<file path="config.mk">
export PLATFORM = sky130hd
export DESIGN_NAME = gpio_pin_mode_controller_core
export DESIGN_NICKNAME = d
export VERILOG_FILES = /design/src/rtl/gpm_pkg.sv /design/src/rtl/gpio_pin_mode_controller_core.sv
export SDC_FILE = /design/constraint.sdc
export NUM_CORES = 1
export LEC_CHECK = 0
export ABC_AREA = 1
export BUFFER_PORTS_ARGS = -buffer_cell sky130_fd_sc_hd__clkbuf_2
export CAP_MARGIN = 15
export CORE_ASPECT_RATIO = 0.5
export CORE_UTILIZATION = 40
export DETAILED_ROUTE_END_ITERATION = 6
export SLEW_MARGIN = 10
export SYNTH_ARGS = -nofsm -noshare
export SYNTH_HDL_FRONTEND = slang
export SYNTH_SLANG_ARGS = --single-unit
</file>
<file path="constraint.sdc">
create_clock -name clk -period 16.3 [get_ports clk]
set_input_delay 1.63 -clock clk [delete_from_list [all_inputs] [get_ports clk]]
set_output_delay 1.63 -clock clk [all_outputs]
set_load 0.005 [all_outputs]
</file>
<file path="src/rtl/gpm_pkg.sv">
// Shared constants and field widths for the GPIO pin mode controller.
package gpm_pkg;

	localparam int NUM_PORTS     = 4;
	localparam int PINS_PER_PORT = 16;
	localparam int DEPTH         = NUM_PORTS * PINS_PER_PORT;
	localparam int ADDR_W        = $clog2(DEPTH);

	localparam int CMD_W   = 4;
	localparam int PORT_W  = 2;
	localparam int PIN_W   = 4;
	localparam int MODE_W  = 4;
	localparam int LEVEL_W = 2;
	localparam int NIB_W   = 4;
	localparam int CFG_IDX_W  = 3;
	localparam int CFG_DATA_W = 8;

	localparam logic [CMD_W-1:0] CMD_SET_MODE   = 4'd0;
	localparam logic [CMD_W-1:0] CMD_SET_STATE  = 4'd1;
	localparam logic [CMD_W-1:0] CMD_SET_INPUT  = 4'd2;
	localparam logic [CMD_W-1:0] CMD_SET_OUTPUT = 4'd3;
	localparam logic [CMD_W-1:0] CMD_TOGGLE     = 4'd4;
	localparam logic [CMD_W-1:0] CMD_GET_MODE   = 4'd5;
	localparam logic [CMD_W-1:0] CMD_GET_STATE  = 4'd6;
	localparam logic [CMD_W-1:0] CMD_GET_INPUT  = 4'd7;
	localparam logic [CMD_W-1:0] CMD_GET_OUTPUT = 4'd8;

	localparam logic [MODE_W-1:0] MODE_INIT   = 4'd0;
	localparam logic [MODE_W-1:0] MODE_PP     = 4'd1;
	localparam logic [MODE_W-1:0] MODE_PP_ALT = 4'd2;
	localparam logic [MODE_W-1:0] MODE_OD     = 4'd3;
	localparam logic [MODE_W-1:0] MODE_OD_ALT = 4'd4;
	localparam logic [MODE_W-1:0] MODE_IN     = 4'd5;
	localparam logic [MODE_W-1:0] MODE_IN_AF  = 4'd6;
	localparam logic [MODE_W-1:0] MODE_ANALOG = 4'd7;

	localparam logic [LEVEL_W-1:0] LVL_LOW   = 2'd0;
	localparam logic [LEVEL_W-1:0] LVL_HIGH  = 2'd1;
	localparam logic [LEVEL_W-1:0] LVL_FLOAT = 2'd2;

	localparam logic [NIB_W-1:0] CNF_AF     = 4'b1000;
	localparam logic [NIB_W-1:0] CNF_OD     = 4'b0100;
	localparam logic [NIB_W-1:0] SPEED_SLOW = 4'b0010;
	localparam logic [NIB_W-1:0] NIB_INP    = 4'b1000;
	localparam logic [NIB_W-1:0] NIB_INF    = 4'b0100;
	localparam logic [NIB_W-1:0] NIB_AN     = 4'b0000;

	localparam logic [PIN_W-1:0] PSW_FIRST_PIN = 4'd13;

	localparam logic [CFG_IDX_W-1:0] REG_SPEED      = 3'd0;
	localparam logic [CFG_IDX_W-1:0] REG_FLOAT_TGL  = 3'd1;
	localparam logic [CFG_IDX_W-1:0] REG_INIT_CHK   = 3'd2;
	localparam logic [CFG_IDX_W-1:0] REG_PSW_ENABLE = 3'd3;
	localparam logic [CFG_IDX_W-1:0] REG_PSW_PORT   = 3'd4;

endpackage

</file>
<file path="src/rtl/gpio_pin_mode_controller_core.sv">
// GPIO port block: per-pin configuration nibble and output latch held in one memory.
//
//  channel  | handshake              | payload
//  ---------+------------------------+-------------------------------------------------
//  in       | in_valid / in_ready    | command, port_index, pin_number, mode_request,
//           |                        | level_request, pin_input_level
//  out      | out_valid / out_ready  | status, mode_read, level_read, config_nibble,
//           |                        | latch_bit
//  cfg      | cfg_valid / cfg_ready  | cfg_index, cfg_data
//
// Each beat reads the pin's entry from the state memory, then modifies it, writes it back
// and loads the result register. A new beat is taken while a result still waits on the
// output, not while the last beat is in the modify stage. The single read port and the
// write back of the same entry set this limit. Reset clears per-entry valid bits, so no
// clearing pass is needed. Output stalls hold the modify stage once the result is full.
module gpio_pin_mode_controller_core (
	input  logic                                clk,
	input  logic                                arst_n,
	input  logic                                cfg_valid,
	output logic                                cfg_ready,
	input  logic [gpm_pkg::CFG_IDX_W-1:0]       cfg_index,
	input  logic [gpm_pkg::CFG_DATA_W-1:0]      cfg_data,
	input  logic                                in_valid,
	output logic                                in_ready,
	input  logic [gpm_pkg::CMD_W-1:0]           command,
	input  logic [gpm_pkg::PORT_W-1:0]          port_index,
	input  logic [gpm_pkg::PIN_W-1:0]           pin_number,
	input  logic [gpm_pkg::MODE_W-1:0]          mode_request,
	input  logic [gpm_pkg::LEVEL_W-1:0]         level_request,
	input  logic                                pin_input_level,
	output logic                                out_valid,
	input  logic                                out_ready,
	output logic                                status,
	output logic [gpm_pkg::MODE_W-1:0]          mode_read,
	output logic [gpm_pkg::LEVEL_W-1:0]         level_read,
	output logic [gpm_pkg::NIB_W-1:0]           config_nibble,
	output logic                                latch_bit
);
	import gpm_pkg::*;

	logic [1:0] speed_q;
	logic       float_tgl_q;
	logic       init_chk_q;
	logic       psw_en_q;
	logic [1:0] psw_port_q;

	logic [NIB_W:0]  mem [DEPTH];
	logic [DEPTH-1:0] vld_q;

	logic                 v_s1;
	logic [ADDR_W-1:0]    addr_s1;
	logic [NIB_W:0]       rd_s1;
	logic [CMD_W-1:0]     cmd_s1;
	logic [PORT_W-1:0]    port_s1;
	logic [PIN_W-1:0]     pin_s1;
	logic [MODE_W-1:0]    mreq_s1;
	logic [LEVEL_W-1:0]   lvl_s1;
	logic                 inlvl_s1;

	logic                 out_valid_q;
	logic                 status_q;
	logic [MODE_W-1:0]    mode_q;
	logic [LEVEL_W-1:0]   level_q;
	logic [NIB_W-1:0]     nib_q;
	logic                 latch_q;

	logic                 in_fire;
	logic                 s1_fire;
	logic                 port_ok;
	logic [NIB_W-1:0]     nib;
	logic                 lat;
	logic [NIB_W-1:0]     new_nib;
	logic                 new_lat;
	logic                 new_status;
	logic [MODE_W-1:0]    new_mode;
	logic [LEVEL_W-1:0]   new_level;
	logic                 is_out;
	logic                 is_dig;
	logic                 psw;
	logic [NIB_W-1:0]     sp;
	logic                 od;

	assign cfg_ready = 1'b1;
	assign in_ready  = !v_s1;
	assign in_fire   = in_valid && in_ready;
	assign s1_fire   = v_s1 && (!out_valid_q || out_ready);

	always_ff @(posedge clk or negedge arst_n) begin
		if (!arst_n) begin
			speed_q     <= 2'd2;
			float_tgl_q <= 1'b0;
			init_chk_q  <= 1'b1;
			psw_en_q    <= 1'b1;
			psw_port_q  <= 2'd2;
		end else if (cfg_valid) begin
			case (cfg_index)
				REG_SPEED:      speed_q     <= cfg_data[1:0];
				REG_FLOAT_TGL:  float_tgl_q <= cfg_data[0];
				REG_INIT_CHK:   init_chk_q  <= cfg_data[0];
				REG_PSW_ENABLE: psw_en_q    <= cfg_data[0];
				REG_PSW_PORT:   psw_port_q  <= cfg_data[1:0];
				default: ;
			endcase
		end
	end

	always_ff @(posedge clk) begin
		if (in_fire) begin
			rd_s1    <= mem[ADDR_W'({port_index, pin_number})];
			addr_s1  <= ADDR_W'({port_index, pin_number});
			cmd_s1   <= command;
			port_s1  <= port_index;
			pin_s1   <= pin_number;
			mreq_s1  <= mode_request;
			lvl_s1   <= level_request;
			inlvl_s1 <= pin_input_level;
		end
		if (s1_fire && port_ok) begin
			mem[addr_s1] <= {new_lat, new_nib};
		end
	end

	always_ff @(posedge clk or negedge arst_n) begin
		if (!arst_n) begin
			vld_q       <= '0;
			v_s1        <= 1'b0;
			out_valid_q <= 1'b0;
		end else begin
			if (in_fire) begin
				v_s1 <= 1'b1;
			end else if (s1_fire) begin
				v_s1 <= 1'b0;
			end
			if (s1_fire && port_ok) begin
				vld_q[addr_s1] <= 1'b1;
			end
			if (s1_fire) begin
				out_valid_q <= 1'b1;
			end else if (out_ready) begin
				out_valid_q <= 1'b0;
			end
		end
	end

	always_comb begin
		port_ok = (int'(port_s1) < NUM_PORTS);
		nib     = vld_q[addr_s1] ? rd_s1[NIB_W-1:0] : NIB_AN;
		lat     = vld_q[addr_s1] ? rd_s1[NIB_W] : 1'b0;
		is_out  = (nib[1:0] != 2'b00);
		is_dig  = (nib == NIB_INP) || (nib == NIB_INF);
		od      = is_out && nib[2];
		psw     = psw_en_q && (port_s1 == psw_port_q) && (pin_s1 >= PSW_FIRST_PIN);
		sp      = (speed_q == 2'd0) ? SPEED_SLOW : {2'b00, speed_q};

		new_nib    = nib;
		new_lat    = lat;
		new_status = 1'b0;
		new_mode   = MODE_INIT;
		new_level  = LVL_LOW;

		case (cmd_s1)
			CMD_SET_MODE: begin
				case (mreq_s1)
					MODE_PP:     new_nib = psw ? (CNF_OD | SPEED_SLOW) : sp;
					MODE_PP_ALT: new_nib = psw ? (CNF_AF | CNF_OD | SPEED_SLOW) : (CNF_AF | sp);
					MODE_OD:     new_nib = psw ? (CNF_OD | SPEED_SLOW) : (CNF_OD | sp);
					MODE_OD_ALT: new_nib = psw ? (CNF_AF | CNF_OD | SPEED_SLOW)
						: (CNF_AF | CNF_OD | sp);
					MODE_IN, MODE_IN_AF: new_nib = (lvl_s1 <= LVL_HIGH) ? NIB_INP : NIB_INF;
					default: new_nib = NIB_AN;
				endcase
				if (mreq_s1 inside {MODE_PP_ALT, MODE_OD_ALT}) begin
					new_lat = lat;
				end else if (mreq_s1 inside {MODE_PP, MODE_OD, MODE_IN, MODE_IN_AF}) begin
					if (lvl_s1 == LVL_LOW) begin
						new_lat = 1'b0;
					end else if (lvl_s1 == LVL_HIGH) begin
						new_lat = 1'b1;
					end
				end else begin
					new_lat = 1'b0;
				end
			end
			CMD_SET_STATE, CMD_SET_INPUT, CMD_SET_OUTPUT: begin
				if ((cmd_s1 == CMD_SET_INPUT && init_chk_q && !is_dig)
						|| (cmd_s1 == CMD_SET_OUTPUT && init_chk_q && !is_out)) begin
					new_status = 1'b1;
				end else if ((cmd_s1 == CMD_SET_OUTPUT)
						|| (cmd_s1 == CMD_SET_STATE && is_out)) begin
					if (lvl_s1 == LVL_LOW) begin
						new_lat = 1'b0;
					end else if (lvl_s1 == LVL_HIGH) begin
						new_lat = 1'b1;
					end else if (float_tgl_q) begin
						new_lat = !lat;
					end
				end else if ((cmd_s1 == CMD_SET_INPUT) || is_dig) begin
					if (lvl_s1 == LVL_LOW) begin
						new_lat = 1'b0;
						new_nib = NIB_INP;
					end else if (lvl_s1 == LVL_HIGH) begin
						new_lat = 1'b1;
						new_nib = NIB_INP;
					end else begin
						new_nib = NIB_INF;
					end
				end
			end
			CMD_TOGGLE: new_lat = !lat;
			CMD_GET_MODE: begin
				if (is_out) begin
					case (nib[3:2])
						2'b00:   new_mode = MODE_PP;
						2'b01:   new_mode = MODE_OD;
						2'b10:   new_mode = MODE_PP_ALT;
						default: new_mode = MODE_OD_ALT;
					endcase
				end else if (nib[3:2] == 2'b00) begin
					new_mode = MODE_ANALOG;
				end else if (nib[3:2] == 2'b11) begin
					new_mode = MODE_INIT;
				end else begin
					new_mode = MODE_IN;
				end
			end
			CMD_GET_STATE: begin
				if (is_out) begin
					new_level = {1'b0, lat};
				end else if (is_dig) begin
					new_level = {1'b0, inlvl_s1};
				end else begin
					new_level = LVL_FLOAT;
				end
			end
			CMD_GET_INPUT: begin
				if (init_chk_q && !is_dig && !od) begin
					new_level = LVL_FLOAT;
				end else begin
					new_level = {1'b0, inlvl_s1};
				end
			end
			CMD_GET_OUTPUT: begin
				if (init_chk_q && !is_out) begin
					new_level = LVL_FLOAT;
				end else begin
					new_level = {1'b0, lat};
				end
			end
			default: ;
		endcase

		if (!port_ok) begin
			new_nib    = NIB_AN;
			new_lat    = 1'b0;
			new_status = 1'b0;
			new_mode   = MODE_INIT;
			new_level  = (cmd_s1 inside {[CMD_GET_STATE:CMD_GET_OUTPUT]}) ? LVL_FLOAT : LVL_LOW;
		end
	end

	always_ff @(posedge clk) begin
		if (s1_fire) begin
			status_q <= new_status;
			mode_q   <= new_mode;
			level_q  <= new_level;
			nib_q    <= new_nib;
			latch_q  <= new_lat;
		end
	end

	assign out_valid     = out_valid_q;
	assign status        = status_q;
	assign mode_read     = mode_q;
	assign level_read    = level_q;
	assign config_nibble = nib_q;
	assign latch_bit     = latch_q;

endmodule
</file>
==> impl_metrics.csv <==
group,metric,value,unit
outcome,outcome,"completed",
critical_path,path_cells,"inv_1, nand2_1, nand3_1, nand3b_1, nand2_1, nor2_2, nand2_4, nand2_1, inv_1, ha_1, or2_2, nand2_4, nand2_4, nand3_4, nor2_1, o21ai_4, buf_4",
global_routing,first_global_vias,10973,
timing,finalSetupTns,0,ns
power_and_ir_drop,p_per_area,140,nW/um^2
yosys,synth-async-reset-ratio,17.1,%
cells_and_area,area_growth,11.6,%
timing,timing.final.crit_share,30.0,%
power_and_ir_drop,p_total,2760,uW
power_and_ir_drop,irDropWorstVdd,0.0702,mV
yosys,synth_edf_count,353,
global_routing,antenna_found_initial,1,
cts,cts_tree,"yes",
critical_path,crit_slowest_cell,"edfxtp_1",
flow_run,maxCapViolations,0,
timing,max-slew-margin-rel,23.9,%
cts,ctsResizeCount,0,
cts,h-tree-depth,2,
timing,finalMaxSlewViolations,0,
detailed_routing,vias,11633,
critical_path,cp_top_family,"simple AND/OR/NAND/NOR gates",
yosys,syn_inst,1560,
yosys,synthesis.nets,1598,
cts,post-cts-setup-buffers,0,
yosys,synthMuxAreaShare,0,%
detailed_routing,postRouteAntennaNets,0,
detailed_routing,drc,0,
yosys,synthTopCellsByCount,"edfxtp_1, nor2_1, o21ai_0",
yosys,synth_top_area_share,59.9,%
timing,hold_viol_final,0,
floorplan,core,43600,sq um
cts,cts_root_buffer,"clkbuf_16",
floorplan,die_x,300,um
floorplan,die_h,151,um
global_routing,grt_first_pass_wirelength,65900,um
floorplan,rows,54,
yosys,seq_area_frac_synth,70.2,%
cells_and_area,nets,1602,
placed_design,port_buffers,39,
cells_and_area,drive_gt1_share,10.9,%
detailed_routing,vias_per_cell,5.32,
cts,cts.sinks,426,
global_routing,grt_max_degree,88,
timing,finalSetupViolations,0,
yosys,synth_compound_area_share,11.9,%
yosys,synth_top_flop_cell,"edfxtp_1",
yosys,synth_top_cell_by_area,"edfxtp_1",
timing,fin_crit,4.89,ns
placed_design,place.gp.congestion,0.927,
power_and_ir_drop,leakage,0.00719,uW
yosys,synth_seq_cells,426,
yosys,synth_top_family_by_area,"simple AND/OR/NAND/NOR gates",
global_routing,grt-ovfl-total,0,
cts,clk_pin_slew,0.06,ns
floorplan,ios,48,
cts,cts_hold_buf,0,
timing,rsz0062_at_grt,"no",
yosys,synth_area,17700,sq um
cts,cts_buffers,41,
timing,worst_pin_slew,1.14,ns
detailed_routing,drt_pre_antenna_iters,6,
detailed_routing,wirelength,42900,um
yosys,synth_xor_area_share,0.0989,%
critical_path,startpoint_type,"flip-flop",
detailed_routing,drt-initial-drc-count,1148,
critical_path,critPathMaxStageDelay,0.87,ns
placed_design,hpwl,26000,um
yosys,yosys_warnings,0,
timing,skew,0.0285,ns
global_routing,grtUsageTotal,19.2,%
critical_path,path_buf_inv,3,
worst_hold_path,hold_class,"reg -> reg",
critical_path,crit_required,16.60,ns
timing,max_freq,204,MHz
yosys,synth_fa_ha_area_share,0.353,%
yosys,synth_simple_gate_area_share,13.2,%
detailed_routing,wl_per_cell,19.6,um
floorplan,dieArea,45200,sq um
cts,clockBufferDepth,3,
critical_path,end_kind,"flip-flop",
yosys,synth_area_per_cell,11.4,sq um
yosys,yosysMostFrequentCell,"edfxtp_1",
cts,clk_latency,0.56,ns
critical_path,crit_type,"reg -> reg",
critical_path,cp_max_fo,40,
cells_and_area,insertedDiodeCount,0,
yosys,yosysUniqueCellTypes,38,
floorplan,start_util,40.6,%
critical_path,crit_arrival,5.19,ns
yosys,synth_area_leaders,"edfxtp_1, dfrtp_1, o21ai_0, nor2_1, nand2_1",
## cell type report
cell class	count	area [sq um]
clock buffer	58	1200
clock inverter	18	170
fill	3995	23900
inverter	90	348
multi-input combinational	953	4570
sequential	426	12400
tap	588	736
timing repair buffer	52	298
## per-stage QoR
step | instance area, sq um | setup WS, ns | util, % | hold WS, ns | instances
global route | 19800 | 11.12 | 45.3 | 0.473 | 2185
floorplan | 17700 | 10.74 | - | 0.424 | 1560
global placement | 18400 | 11.32 | 42.1 | 0.435 | 2109
detailed placement | 18400 | 11.34 | 42.1 | 0.444 | 2109
CTS | 19800 | 11.45 | 45.3 | 0.457 | 2185
finish | 19800 | 11.41 | 45.3 | 0.455 | 2185
## final timing paths
path | from | endpoint | slack (ns) | depth (start not counted)
max | addr_s1[1] | mem[63][1] | 11.41 | 17
min | vld_q[0] | vld_q[0] | 0.46 | 2
max reg2reg | addr_s1[1] | mem[63][1] | 11.41 | 17
min reg2reg | vld_q[0] | vld_q[0] | 0.46 | 2
max in group asynchronous | arst_n | vld_q[21] | 14.43 | 1
min in group asynchronous | arst_n | vld_q[8] | 1.21 | 1
## layer usage
layer / track usage (%) / up-vias / wire length [um]
met5: 0 / - / 0
met1: 28.3 / 5692 / 20300
li1: - / 5498 / -
met3: 3.03 / 62 / 2830
met2: 29.8 / 381 / 18900
met4: 4.90 / 0 / 797
## tightest hold or removal path: stages, from the launching register on
cell	delay [ns]
dfrtp_1	0.32
inv_1	0.04
o21ai_0	0.06
## cell usage in the layout, fill, tap and decap left out, types with 2 or more instances in the layout
cell type	count
o21ai_4	3
buf_4	15
bufinv_16	3
nor2_2	3
o22ai_1	89
nor3_1	4
or2_2	32
a21oi_1	10
clkbuf_8	5
o221ai_1	10
o21ai_1	2
o31ai_1	2
nand3_2	2
clkbuf_16	44
nand2_2	5
clkinv_2	7
clkinvlp_4	2
inv_2	3
inv_6	3
o211ai_1	10
o21ai_0	245
conb_1	2
clkbuf_2	37
nand3_1	48
o32ai_1	5
clkbuf_1	9
inv_1	84
dfrtp_1	69
edfxtp_1	353
nor2_1	305
clkinv_1	5
dfstp_2	4
nand2_1	159
xor2_1	2
nand2_4	4
ha_1	5
## flip-flops by register name (all words and copies together) (netlist names)
name and cells:
psw_port_q 2, config_nibble 4, rd_s1 5, init_chk_q 1, float_tgl_q 1, cmd_s1 4
mreq_s1 4, status 1, level_read 2, out_valid 1, mode_read 3, lvl_s1 2
psw_en_q 1, latch_bit 1, addr_s1 6, vld_q 64, inlvl_s1 1, speed_q 2
mem 320, v_s1 1
## power breakdown
group          internal (uW)  switching [uW]  leakage [uW]  total, uW
Combinational            101             305       0.00249        406
Clock                    564             405      0.000674        970
Sequential              1350            35.6       0.00403       1380
Total                   2010             746       0.00719       2760
## cells by family after synthesis
kind of cell	count (synthesis)
simple gates	565
flops	426
compound gates	379
buf+inv	181
fa+ha+maj	5
xor+xnor	2
other cells	2
Note: power is estimated with default switching activity, not from simulation.
